==> config.mk <==
export PLATFORM = sky130hd
export DESIGN_NAME = eafc_crc8_step
export DESIGN_NICKNAME = d
export VERILOG_FILES = /design/src/hdl/eafc_pkg.sv /design/src/hdl/eafc_crc8_step.sv
export SDC_FILE = /design/constraint.sdc
export NUM_CORES = 1
export LEC_CHECK = 0
export BUFFER_PORTS_ARGS = -buffer_cell sky130_fd_sc_hd__buf_2
export CAP_MARGIN = 20
export CORE_MARGIN = 3
export CORE_UTILIZATION = 53
export DETAILED_ROUTE_END_ITERATION = 10
export PLACE_DENSITY = 0.78
export SETUP_SLACK_MARGIN = 0.3
export SLEW_MARGIN = 0
export SYNTH_ARGS = -nofsm -noshare
export SYNTH_HDL_FRONTEND = slang
export SYNTH_SLANG_ARGS = --single-unit
export TNS_END_PERCENT = 5
==> constraint.sdc <==
create_clock -name vclk -period 4.4
set_clock_uncertainty 0.2 [all_clocks]
set_input_delay 0.66 -clock vclk [all_inputs]
set_output_delay 0.66 -clock vclk [all_outputs]
set_load 0.02 [all_outputs]
==> src/hdl/eafc_pkg.sv <==
// ----------------------------------------------------------------------------
// eafc_pkg
// Shared types and constants for the encoder angle frame checker.
// ----------------------------------------------------------------------------
`default_nettype none

package eafc_pkg;

    // frame layout: command echo, angle high, angle low, status, CRC
    localparam int FrameLength = 5;
    localparam int PosWidth    = 3;

    // CRC and parity constants
    localparam logic [7:0] CrcTopBit      = 8'h80;
    localparam logic [7:0] ParityDataMask = 8'hFE;
    localparam logic [7:0] ParityBit      = 8'h01;

    // configuration register indexes
    typedef enum logic [2:0] {
        REG_CRC_SEED      = 3'd0,
        REG_CRC_POLY      = 3'd1,
        REG_CRC_FINAL_XOR = 3'd2,
        REG_MAGNET_MASK   = 3'd3,
        REG_ATTEMPT_LIMIT = 3'd4
    } cfg_index_t;

    // configuration reset values (SAE J1850 CRC by default)
    localparam logic [7:0] CrcSeedReset      = 8'hFF;
    localparam logic [7:0] CrcPolyReset      = 8'h1D;
    localparam logic [7:0] CrcFinalXorReset  = 8'hFF;
    localparam logic [7:0] MagnetMaskReset   = 8'h02;
    localparam logic [3:0] AttemptLimitReset = 4'd6;

    // frame outcome codes
    typedef enum logic [1:0] {
        OUT_VALID      = 2'd0,
        OUT_PARITY_ERR = 2'd1,
        OUT_CRC_RETRY  = 2'd2,
        OUT_GAVE_UP    = 2'd3
    } outcome_t;

    // result beat, last member in the lowest bits
    typedef struct packed {
        logic [3:0]  attempt_number;
        outcome_t    outcome;
        logic        magnet_fault;
        logic        parity_good;
        logic        crc_good;
        logic [7:0]  received_crc;
        logic [7:0]  status_byte;
        logic [15:0] angle_raw;
    } result_t;

    localparam int ResultWidth = $bits(result_t);
    localparam int TdataWidth  = ((ResultWidth + 7) / 8) * 8;

endpackage

`default_nettype wire

==> src/hdl/eafc_crc8_step.sv <==
// ----------------------------------------------------------------------------
// eafc_crc8_step
// One byte of a configurable MSB-first CRC-8, unrolled over eight bits.
// ----------------------------------------------------------------------------
`default_nettype none

module eafc_crc8_step (
    input  wire logic [7:0] crc_in,
    input  wire logic [7:0] data_in,
    input  wire logic [7:0] poly,
    output logic      [7:0] crc_out
);
    import eafc_pkg::*;

    // shift eight bits, folding in the polynomial on a set top bit
    always_comb begin
        logic [7:0] c;
        c = crc_in ^ data_in;
        for (int k = 0; k < 8; k++) begin
            if ((c & CrcTopBit) != 8'h00) begin
                c = {c[6:0], 1'b0} ^ poly;
            end else begin
                c = {c[6:0], 1'b0};
            end
        end
        crc_out = c;
    end

endmodule

`default_nettype wire
==> results of run 1 <==
[layout make-up]
| class | count | area (µm²) | share of cell area, % |
|---|---|---|---|
| multi-input combinational | 183 | 1620 | 71.5 |
| timing repair buffer | 85 | 591 | 26.1 |
| tap | 30 | 37.5 | 1.66 |
| inverter | 4 | 16.3 | 0.720 |
[metrics by stage]
step	hold WS (ns)	setup TNS, ns	setup WS [ns]
3_5_place_dp	1.59	-4.02	-0.573
4_1_cts	1.59	-3.29	-0.467
5_1_grt	1.62	-4.64	-0.656
3_3_place_gp	1.58	-2.91	-0.415
6_report	1.59	-4.06	-0.573
2_1_floorplan	1.49	-0.728	-0.113
[Yosys cell counts (3+ instances only)]
cell      count
and3b_1       4
buf_2         4
xnor2_1      25
nand2_1      33
nor2_1       13
o211a_1       4
xor2_1       15
and2_1        3
o211ai_1      7
a211oi_1      3
nor3_1        5
a21oi_1       5
clkbuf_1      4
o21ai_1       3
mux2i_1       3
o21ai_0       6
xor3_1        3
nand3_1       8
xnor3_1       5
[layout by cell type (no fill, tap or decap), types with 3 or more instances in the layout]
master / n
a211oi_4: 3
a21oi_1: 5
and3b_1: 4
buf_2: 27
buf_4: 55
mux2i_1: 3
nand2_1: 33
nand3_1: 8
nor2_1: 12
nor3_1: 4
o211a_1: 4
o211ai_1: 7
o21ai_0: 3
o21ai_1: 3
o21ai_2: 4
or3_4: 4
xnor2_1: 18
xnor2_2: 7
xnor3_1: 5
xor2_1: 11
xor2_2: 4
[cells by family after synthesis]
group | share of synthesized area [%]
simple gates | 29.1
mux | 2.05
xor+xnor | 41.6
compound gates | 23.1
buf+inv | 4.19
[final timing paths]
| path | from | depth (start not counted) | end |
|---|---|---|---|
| worst min-delay path | poly[0] | 4 | crc_out[1] |
| worst max-delay path | data_in[7] | 17 | crc_out[3] |
[repair_timing]
action                                  in CTS  in global routing
hold buffers                                 0                  0
setup buffers                                1                  1
resized for setup                           11                 10
pin swaps                                    5                  4
endpoints found under the setup margin       8                  8
[metal layers]
layer	GRT usage [%]	part of all wire, %	vias to the layer above
li1	-	-	860
met1	37.7	36	890
met2	55.0	50	141
met3	1.97	8.2	43
met4	9.27	5.7	0
met5	0	0	-
[where the power goes]
part           internal [mW]  switching [mW]
combinational          0.752           0.739
sequential                 0               0
clock                      0               0
total                  0.752           0.739
[worst min-delay path: stages]
cell	delay [ns]
buf_2	0.16
nand2_1	0.11
xnor2_2	0.05
buf_2	0.15
==> metrics.txt, run 1 <==
pin count of the biggest net entering global routing=12; CP Capture Type=primary output; crit-path max FO=10; DRT iter0 DRCs=162; PD cells=approximately 660 mW/mm²; cell area after synthesis=0.00146 mm²; gpl congestion=around 0.91; non-filler instance count after layout=302; Ys Warns=0; total power draw=around 1.5 mW; Worst path max stage delay=about 0.34 ns; vias post-DR=1934; Seq Cell Count=0; grt total ovfl=0; Initial Utilization=between 50% and 60%; post-layout util=between 80 and 90%; max_slew headroom=50.8%; Yosys top cell area share=between 10% and 20%; WS Path Type=in2out; drt first pass iters=7; DR vias/cell=roughly 6.4; number of different library cells in the post-synthesis netlist=between 50 and 60; CP delay by family, top=compound AO/OA/AOI/OAI gates; Startpoint Class=input pin; number of antenna violations at the first check in global routing=0; Post-DRT Antenna Nets=0; Lkg Pwr=roughly 1.1 nW; Max VDD drop=around 1 mV; cell count after placement=300; sequential cell area=0 µm²; most area-hungry cell type in the Yosys netlist=xnor2_1; GRT Overall Usage=between 30% and 40%; most frequent CP cell=buf_4; worst path buffer plus inverter count=6; Die Height=between 50 and 60 µm; first-pass GRT wire length=around 8.1 mm; clock buffer count in the final layout=0; Final Instance Area=between 0.002 and 0.0025 mm²; die area=0.00343 mm²; I/O pin count=32; I/O Buffers=32; fillers=126; WL final=roughly 5.6 mm; Setup-failing EPs final=8; row cnt=18; fraction of layout cells with a size suffix above 1=46.7%; Period Utilization, post-route=113%; core box area=0.00254 mm²; Nets=298; maximum capacitance violations=0; Tmin final=about 5.0 ns; sequential fraction of the synthesis area=0%; status=finished, violations left; DRC Markers=0; Synth Area per Inst=roughly 7.4 µm²; Mapped Cells=197; Fmax achieved=just over 200 MHz; CP max-delay cell=a311o_1; failing checks=negative setup slack; Area after DPL=~0.0021 mm²; largest cells by area after synthesis=xnor2_1, xor2_1, nand2_1, xnor3_1, xor3_1; RSZ-0062 raised after global routing=true; vias in the first global route=1796; critical path arrival=roughly 4 ns; post-DP HPWL=slightly above 4 mm; Antenna diodes=0; Final Hold Viols=0; Avg WL per Cell=between 15 and 20 µm; Synth Net Count=around 220; Setup WS post-layout=-0.573 ns; worst path required time=~3.5 ns; Syn-to-layout area delta=54.5%; fin. max-slew vios=0; worst hold path type=in2out; CP Cell Sequence=buf_2 -> xor2_1 -> buf_4 -> and4_1 -> a311o_1 -> a311o_1 -> o21ai_0 -> buf_4 -> a31oi_1 -> xnor2_1 -> o211a_1 -> o211ai_1 -> buf_4 -> buf_4 -> and3b_1 -> xor2_2 -> buf_4; worst slew pin tran=about 0.73 ns; DIE WIDTH=a little under 60 µm
No activity file was read; power rests on OpenSTA's default activity.
==> run 2: changes to the inputs <==
Settings changed: ABC_AREA from default to 1.
==> metrics.txt, run 2 <==
status=finished clean; number of different library cells in the post-synthesis netlist=21 (-60%); Tmin final=4.16 ns (-0.816 ns); cts hold-fix bufs=0 (unchanged); most frequent cells after synthesis=nand2_1, nand3_1, inv_1, nor2_1, xnor2_1; Synth Area per Inst=5.10 µm² (-31%); Lkg Pwr=1.25 nW (+16%); critical path arrival=3.30 ns (-0.81 ns); adder-cell share of the synthesized area=0% (unchanged); sequential cell area=0 µm² (unchanged); cell area after synthesis=0.00154 mm² (+5.0%); worst slew pin tran=0.376 ns (-0.353 ns); Max VDD drop=0.817 mV (-20%); Critical Path Sink=crc_out[7]; I/O Buffers=32 (unchanged); total power draw=1.12 mW (-25%); Ys Warns=0 (unchanged); Final Hold Viols=0 (unchanged); Post-DRT Antenna Nets=0 (unchanged); Startpoint Class=input pin; fraction of layout cells with a size suffix above 1=35.7% (-11 points); drt first pass iters=5 (-2); Setup TNS Final=0 ns (+4.06 ns); most common cell in the netlist=nand2_1; post-DP HPWL=3.00 mm (-28%); M2 GR Usage=34.6% (-20 points); Mapped Cells=301 (+53%); Worst Setup SP=crc_in[7]; DIE WIDTH=59.8 µm (+2.2%); Initial Utilization=58.8% (+1.3 points); most area-hungry cell type in the Yosys netlist=nand2_1; Worst path max stage delay=0.17 ns (-0.17 ns); PD cells=507 mW/mm² (-23%); maximum capacitance violations=0 (unchanged); pin count of the biggest net entering global routing=13 (+1); Post-Place Setup Slack=0.205 ns (+0.777 ns); met3 GRT Util=0.648% (-1.3 points); Avg WL per Cell=13.8 µm (-26%); XOR/XNOR Fraction of Synth Area=20.6% (-21 points); CP Capture Type=primary output; vias post-DR=2055 (+6.3%); vias in the first global route=1539 (-14%); leading cell type in the layout, fill and taps excluded=nand2_1; DR vias/cell=5.57 (-13%); fillers=157 (+25%); largest family of logic cells by synthesized area=simple AND/OR/NAND/NOR gates; GRT Max-Usage Layer=met2; Setup WS post-layout=0.243 ns (+0.816 ns); number of antenna violations at the first check in global routing=0 (unchanged); DRC Markers=0 (unchanged); Synth Net Count=325 (+47%); GRT Overall Usage=21.6% (-8.6 points); WL final=5.09 mm (-9.0%); multiplexer area fraction after synthesis=0% (-2.1 points); core box area=0.00261 mm² (+2.7%); DRT iter0 DRCs=236 (+46%); gpl congestion=0.838 (-7.7%); Antenna diodes=0 (unchanged); Post-Synth Simple-Gate Area=63.9% (+35 points); Nets=365 (+22%); Fmax achieved=241 MHz (+20%); final hold slack=1.58 ns (-0.0112 ns); most frequent CP cell=nand2_1; Setup-failing EPs final=0 (-8); die area=0.00358 mm² (+4.4%); Seq Cell Count=0 (unchanged); fin. max-slew vios=0 (unchanged); grt total ovfl=0 (unchanged); crit-path max FO=7 (-3); worst hold path type=in2out; Synth Area in Compound Gates=1.96% (-21 points); clock buffer count in the final layout=0 (unchanged); WS Path Type=in2out; RSZ-0062 raised after global routing=true; first-pass GRT wire length=6.41 mm (-21%); routing usage on met1=33.2% (-4.5 points); I/O pin count=32 (unchanged); CP max-delay cell=o21ai_1; Die Height=59.8 µm (+2.2%); Syn-to-layout area delta=43.8%; commonest non-fill, non-tap cells in the layout=nand2_1, nand3_1, inv_1, buf_2, nor2_1; sequential fraction of the synthesis area=0% (unchanged); Period Utilization, post-route=94.5% (-19 points); Yosys top cell area share=28.1% (+13 points); worst path required time=3.54 ns (about the same); row cnt=18 (unchanged); largest cells by area after synthesis=nand2_1, nand3_1, xnor2_1, inv_1, xor2_1; max_slew headroom=74.7% (+24 points)
==> run 2: cell count changes after synthesis, sizes merged, moves of 5 or more <==
cell    previous run  this run
nand2             33       126
nand3              8        52
inv                2        43
nor2              13        31
xnor2             27        19
o211ai             7         0
a211oi             5         0
a21oi              5         0
nor3               5         0
or3                5         0
xnor3              5         0
==> run 2: power breakdown <==
| group | switching (mW) | internal, mW | leakage, nW | total [mW] |
|---|---|---|---|---|
| combinational | 0.682 | 0.438 | 1.25 | 1.12 |
| clock | 0 | 0 | 0 | 0 |
| sequential | 0 | 0 | 0 | 0 |
| total | 0.682 | 0.438 | 1.25 | 1.12 |
==> run 2: layer usage <==
layer  vias up  part of all wire, %
li1       1001                    -
met1       912                   40
met2       117                   47
met3        25                  9.4
met4         0                  4.0
met5         -                    0
==> run 2: how the worst min path moves through the flow <==
stage / from / to / slack (ns) / cells after the start
6_report: poly[5] / crc_out[5] / 1.58 / 4
5_1_grt: poly[5] / crc_out[5] / 1.59 / 4
4_1_cts: poly[5] / crc_out[5] / 1.56 / 4
3_5_place_dp: poly[5] / crc_out[5] / 1.56 / 4
3_3_place_gp: poly[5] / crc_out[5] / 1.56 / 4
2_1_floorplan: poly[0] / crc_out[0] / 1.34 / 2
==> run 2: worst max-delay path: cells and delay by family <==
family | cells | cell delay, ns
AO/OA/AOI/OAI | 1 | 0.17
buffers and inverters | 7 | 0.59
AND/OR/NAND/NOR | 17 | 1.88
==> run 2: per-stage QoR <==
| step | utilization, % | cells | area [µm²] |
|---|---|---|---|
| after floorplan | - | 301 | 1540 |
| after global placement | 64.8 | 356 | 1690 |
| after detailed placement | 64.8 | 356 | 1690 |
| after CTS | 67.7 | 360 | 1770 |
| after global routing | 84.5 | 369 | 2210 |
| final | 84.5 | 369 | 2210 |
==> run 2: repair_timing <==
action,4_1_cts,5_1_grt
resized for setup,13,91
setup endpoints to repair,8,8
gates cloned,1,0
buffers inserted,3,9
pin swaps,5,39
==> run 2: logic make-up (layout without fill, tap and decap cells) <==
group,after synthesis,after routing
AND/OR/NAND/NOR,210,211
buffers and inverters,51,88
XOR/XNOR,34,34
AO/OA/AOI/OAI,6,6
==> run 2: layout make-up <==
class / instances / area (µm²) / area share (%)
well taps: 30 / 37.5 / 1.70
repair buffers: 45 / 339 / 15.4
inverters: 43 / 179 / 8.11
multi-input cells: 251 / 1650 / 74.8
==> run 3: changes to the inputs <==
Settings changed: GPL_TIMING_DRIVEN from default to 0.
==> metrics.txt, run 3 (synthesis results as in run 2) <==
Sequential Power Share=0% (unchanged); commonest non-fill, non-tap cells in the layout=nand2_1, nand3_1, inv_1, buf_2; Avg WL per Cell=13.9 µm (+0.82%); Startpoint Class=input pin; CP max-delay cell=buf_4; Nets=372 (+1.9%); drt first pass iters=6 (+1); Antenna diodes=0 (unchanged); crit-path max FO=5 (-2); PD cells=490 mW/mm² (-3.4%); worst path buffer plus inverter count=8 (+1); DR vias/cell=5.60 (+0.48%); DRT iter0 DRCs=127 (-46%); DIE WIDTH=59.8 µm (unchanged); Lkg Pwr=1.25 nW (+0.35%); cell count after placement=359 (+0.84%); Setup-failing EPs final=0 (unchanged); final hold slack=1.58 ns (-0.000110 ns); hold endpoint=crc_out[5]; critical path arrival=3.25 ns (-0.05 ns); Seq Cell Count=0 (unchanged); WL final=5.23 mm (+2.7%); worst hold path type=in2out; clock buffer count in the final layout=0 (unchanged); Setup TNS Final=0 ns (unchanged); number of antenna violations at the first check in global routing=0 (unchanged); Tmin final=4.11 ns (-0.0460 ns); Setup WS post-layout=0.289 ns (+0.0460 ns); pin count of the biggest net entering global routing=11 (-2); Period Utilization, post-route=93.4% (-1.0 points); Final Instance Area=0.00220 mm² (-0.45%); I/O pin count=32 (unchanged); Fmax achieved=243 MHz (+1.1%); clock share of power=0% (unchanged); gpl congestion=0.843 (+0.60%); Initial Utilization=58.8% (unchanged); core box area=0.00261 mm² (unchanged); post-DP HPWL=2.96 mm (-1.1%); vias in the first global route=1555 (+1.0%); I/O Buffers=28 (-13%); leading cell type in the layout, fill and taps excluded=nand2_1; fraction of layout cells with a size suffix above 1=36.1% (+0.43 points); first-pass GRT wire length=6.54 mm (+2.0%); Area after DPL=0.00171 mm² (+1.1%); status=finished clean; Internal=0.421 mW (-3.7%); WS Path Type=in2out; grt total ovfl=0 (unchanged); total power draw=1.08 mW (-3.8%); maximum capacitance violations=0 (unchanged); RSZ-0062 raised after global routing=true; Post-DRT Antenna Nets=0 (unchanged); Syn-to-layout area delta=43.1%; row cnt=18 (unchanged); CP Capture Type=primary output; GRT Overall Usage=22.3% (+0.70 points); vias post-DR=2104 (+2.4%); cts hold-fix bufs=0 (unchanged); Net Switching=0.655 mW (-3.9%); WHS Path Cells=4 (unchanged); switching share of total power=60.9% (about the same); Die Height=59.8 µm (unchanged); worst hold start=poly[5]; CP delay by family, top=simple AND/OR/NAND/NOR gates; Worst Setup SP=crc_in[7]; sequential cell area=0 µm² (unchanged); post-layout util=84.1% (-0.38 points); Post-Place Setup Slack=0.136 ns (-0.0684 ns); Final Hold Viols=0 (unchanged); Comb pwr share=100.0% (about the same); die area=0.00358 mm² (unchanged); DRC Markers=0 (unchanged); most frequent CP cell=nand2_1; worst slew pin tran=0.444 ns (+0.0680 ns); fin. max-slew vios=0 (unchanged); Max VDD drop=0.775 mV (-5.2%); worst path required time=3.54 ns (about the same); Worst path max stage delay=0.16 ns (about the same); non-filler instance count after layout=376 (+1.9%); max_slew headroom=70.4% (-4.4 points)
run 3: cell types whose count changed in the layout (fill, tap and decap cells not counted), sizes merged:
cell	before	now
buf	43	50
nand2	127	126
clkbuf	2	3
run 3: power groups by stage:
stage | sequential [mW] | clock [mW] | combinational, mW
final | 0 | 0 | 1.08
after global routing | 0 | 0 | 1.18
after CTS | 0 | 0 | 0.917
after detailed placement | 0 | 0 | 0.833
after global placement | 0 | 0 | 0.817
after floorplan | 0 | 0 | 0.670
run 3: worst max path at each step:
stage            endpoint  cells past startpoint  slack, ns
6_report       crc_out[4]                     29       0.29
5_1_grt        crc_out[4]                     28       0.08
4_1_cts        crc_out[2]                     28       0.29
3_5_place_dp   crc_out[4]                     26       0.14
3_3_place_gp   crc_out[6]                     26       0.19
2_1_floorplan  crc_out[6]                     24       0.66
run 3: repair_timing:
action                                  in CTS  in global routing
endpoints found under the setup margin       8                  8
cloned                                       1                  0
pin swaps                                   11                 41
setup buffers                               10                  6
gates resized for setup                     18                 78
run 3: routing by layer:
layer	up-vias	track usage [%]	wire, µm	part of all wire [%]
met5	-	0	0	0
met4	0	2.22	161	3.1
met3	22	0.432	380	7.3
met2	118	37.7	2650	51
met1	955	32.4	2040	39
li1	1009	-	-	-
run 3: cell type report:
type	count	area (µm²)
multi-input combinational	250	1600
fill	176	415
timing repair buffer	45	339
inverter	43	176
buffer	8	46.3
tap	30	37.5
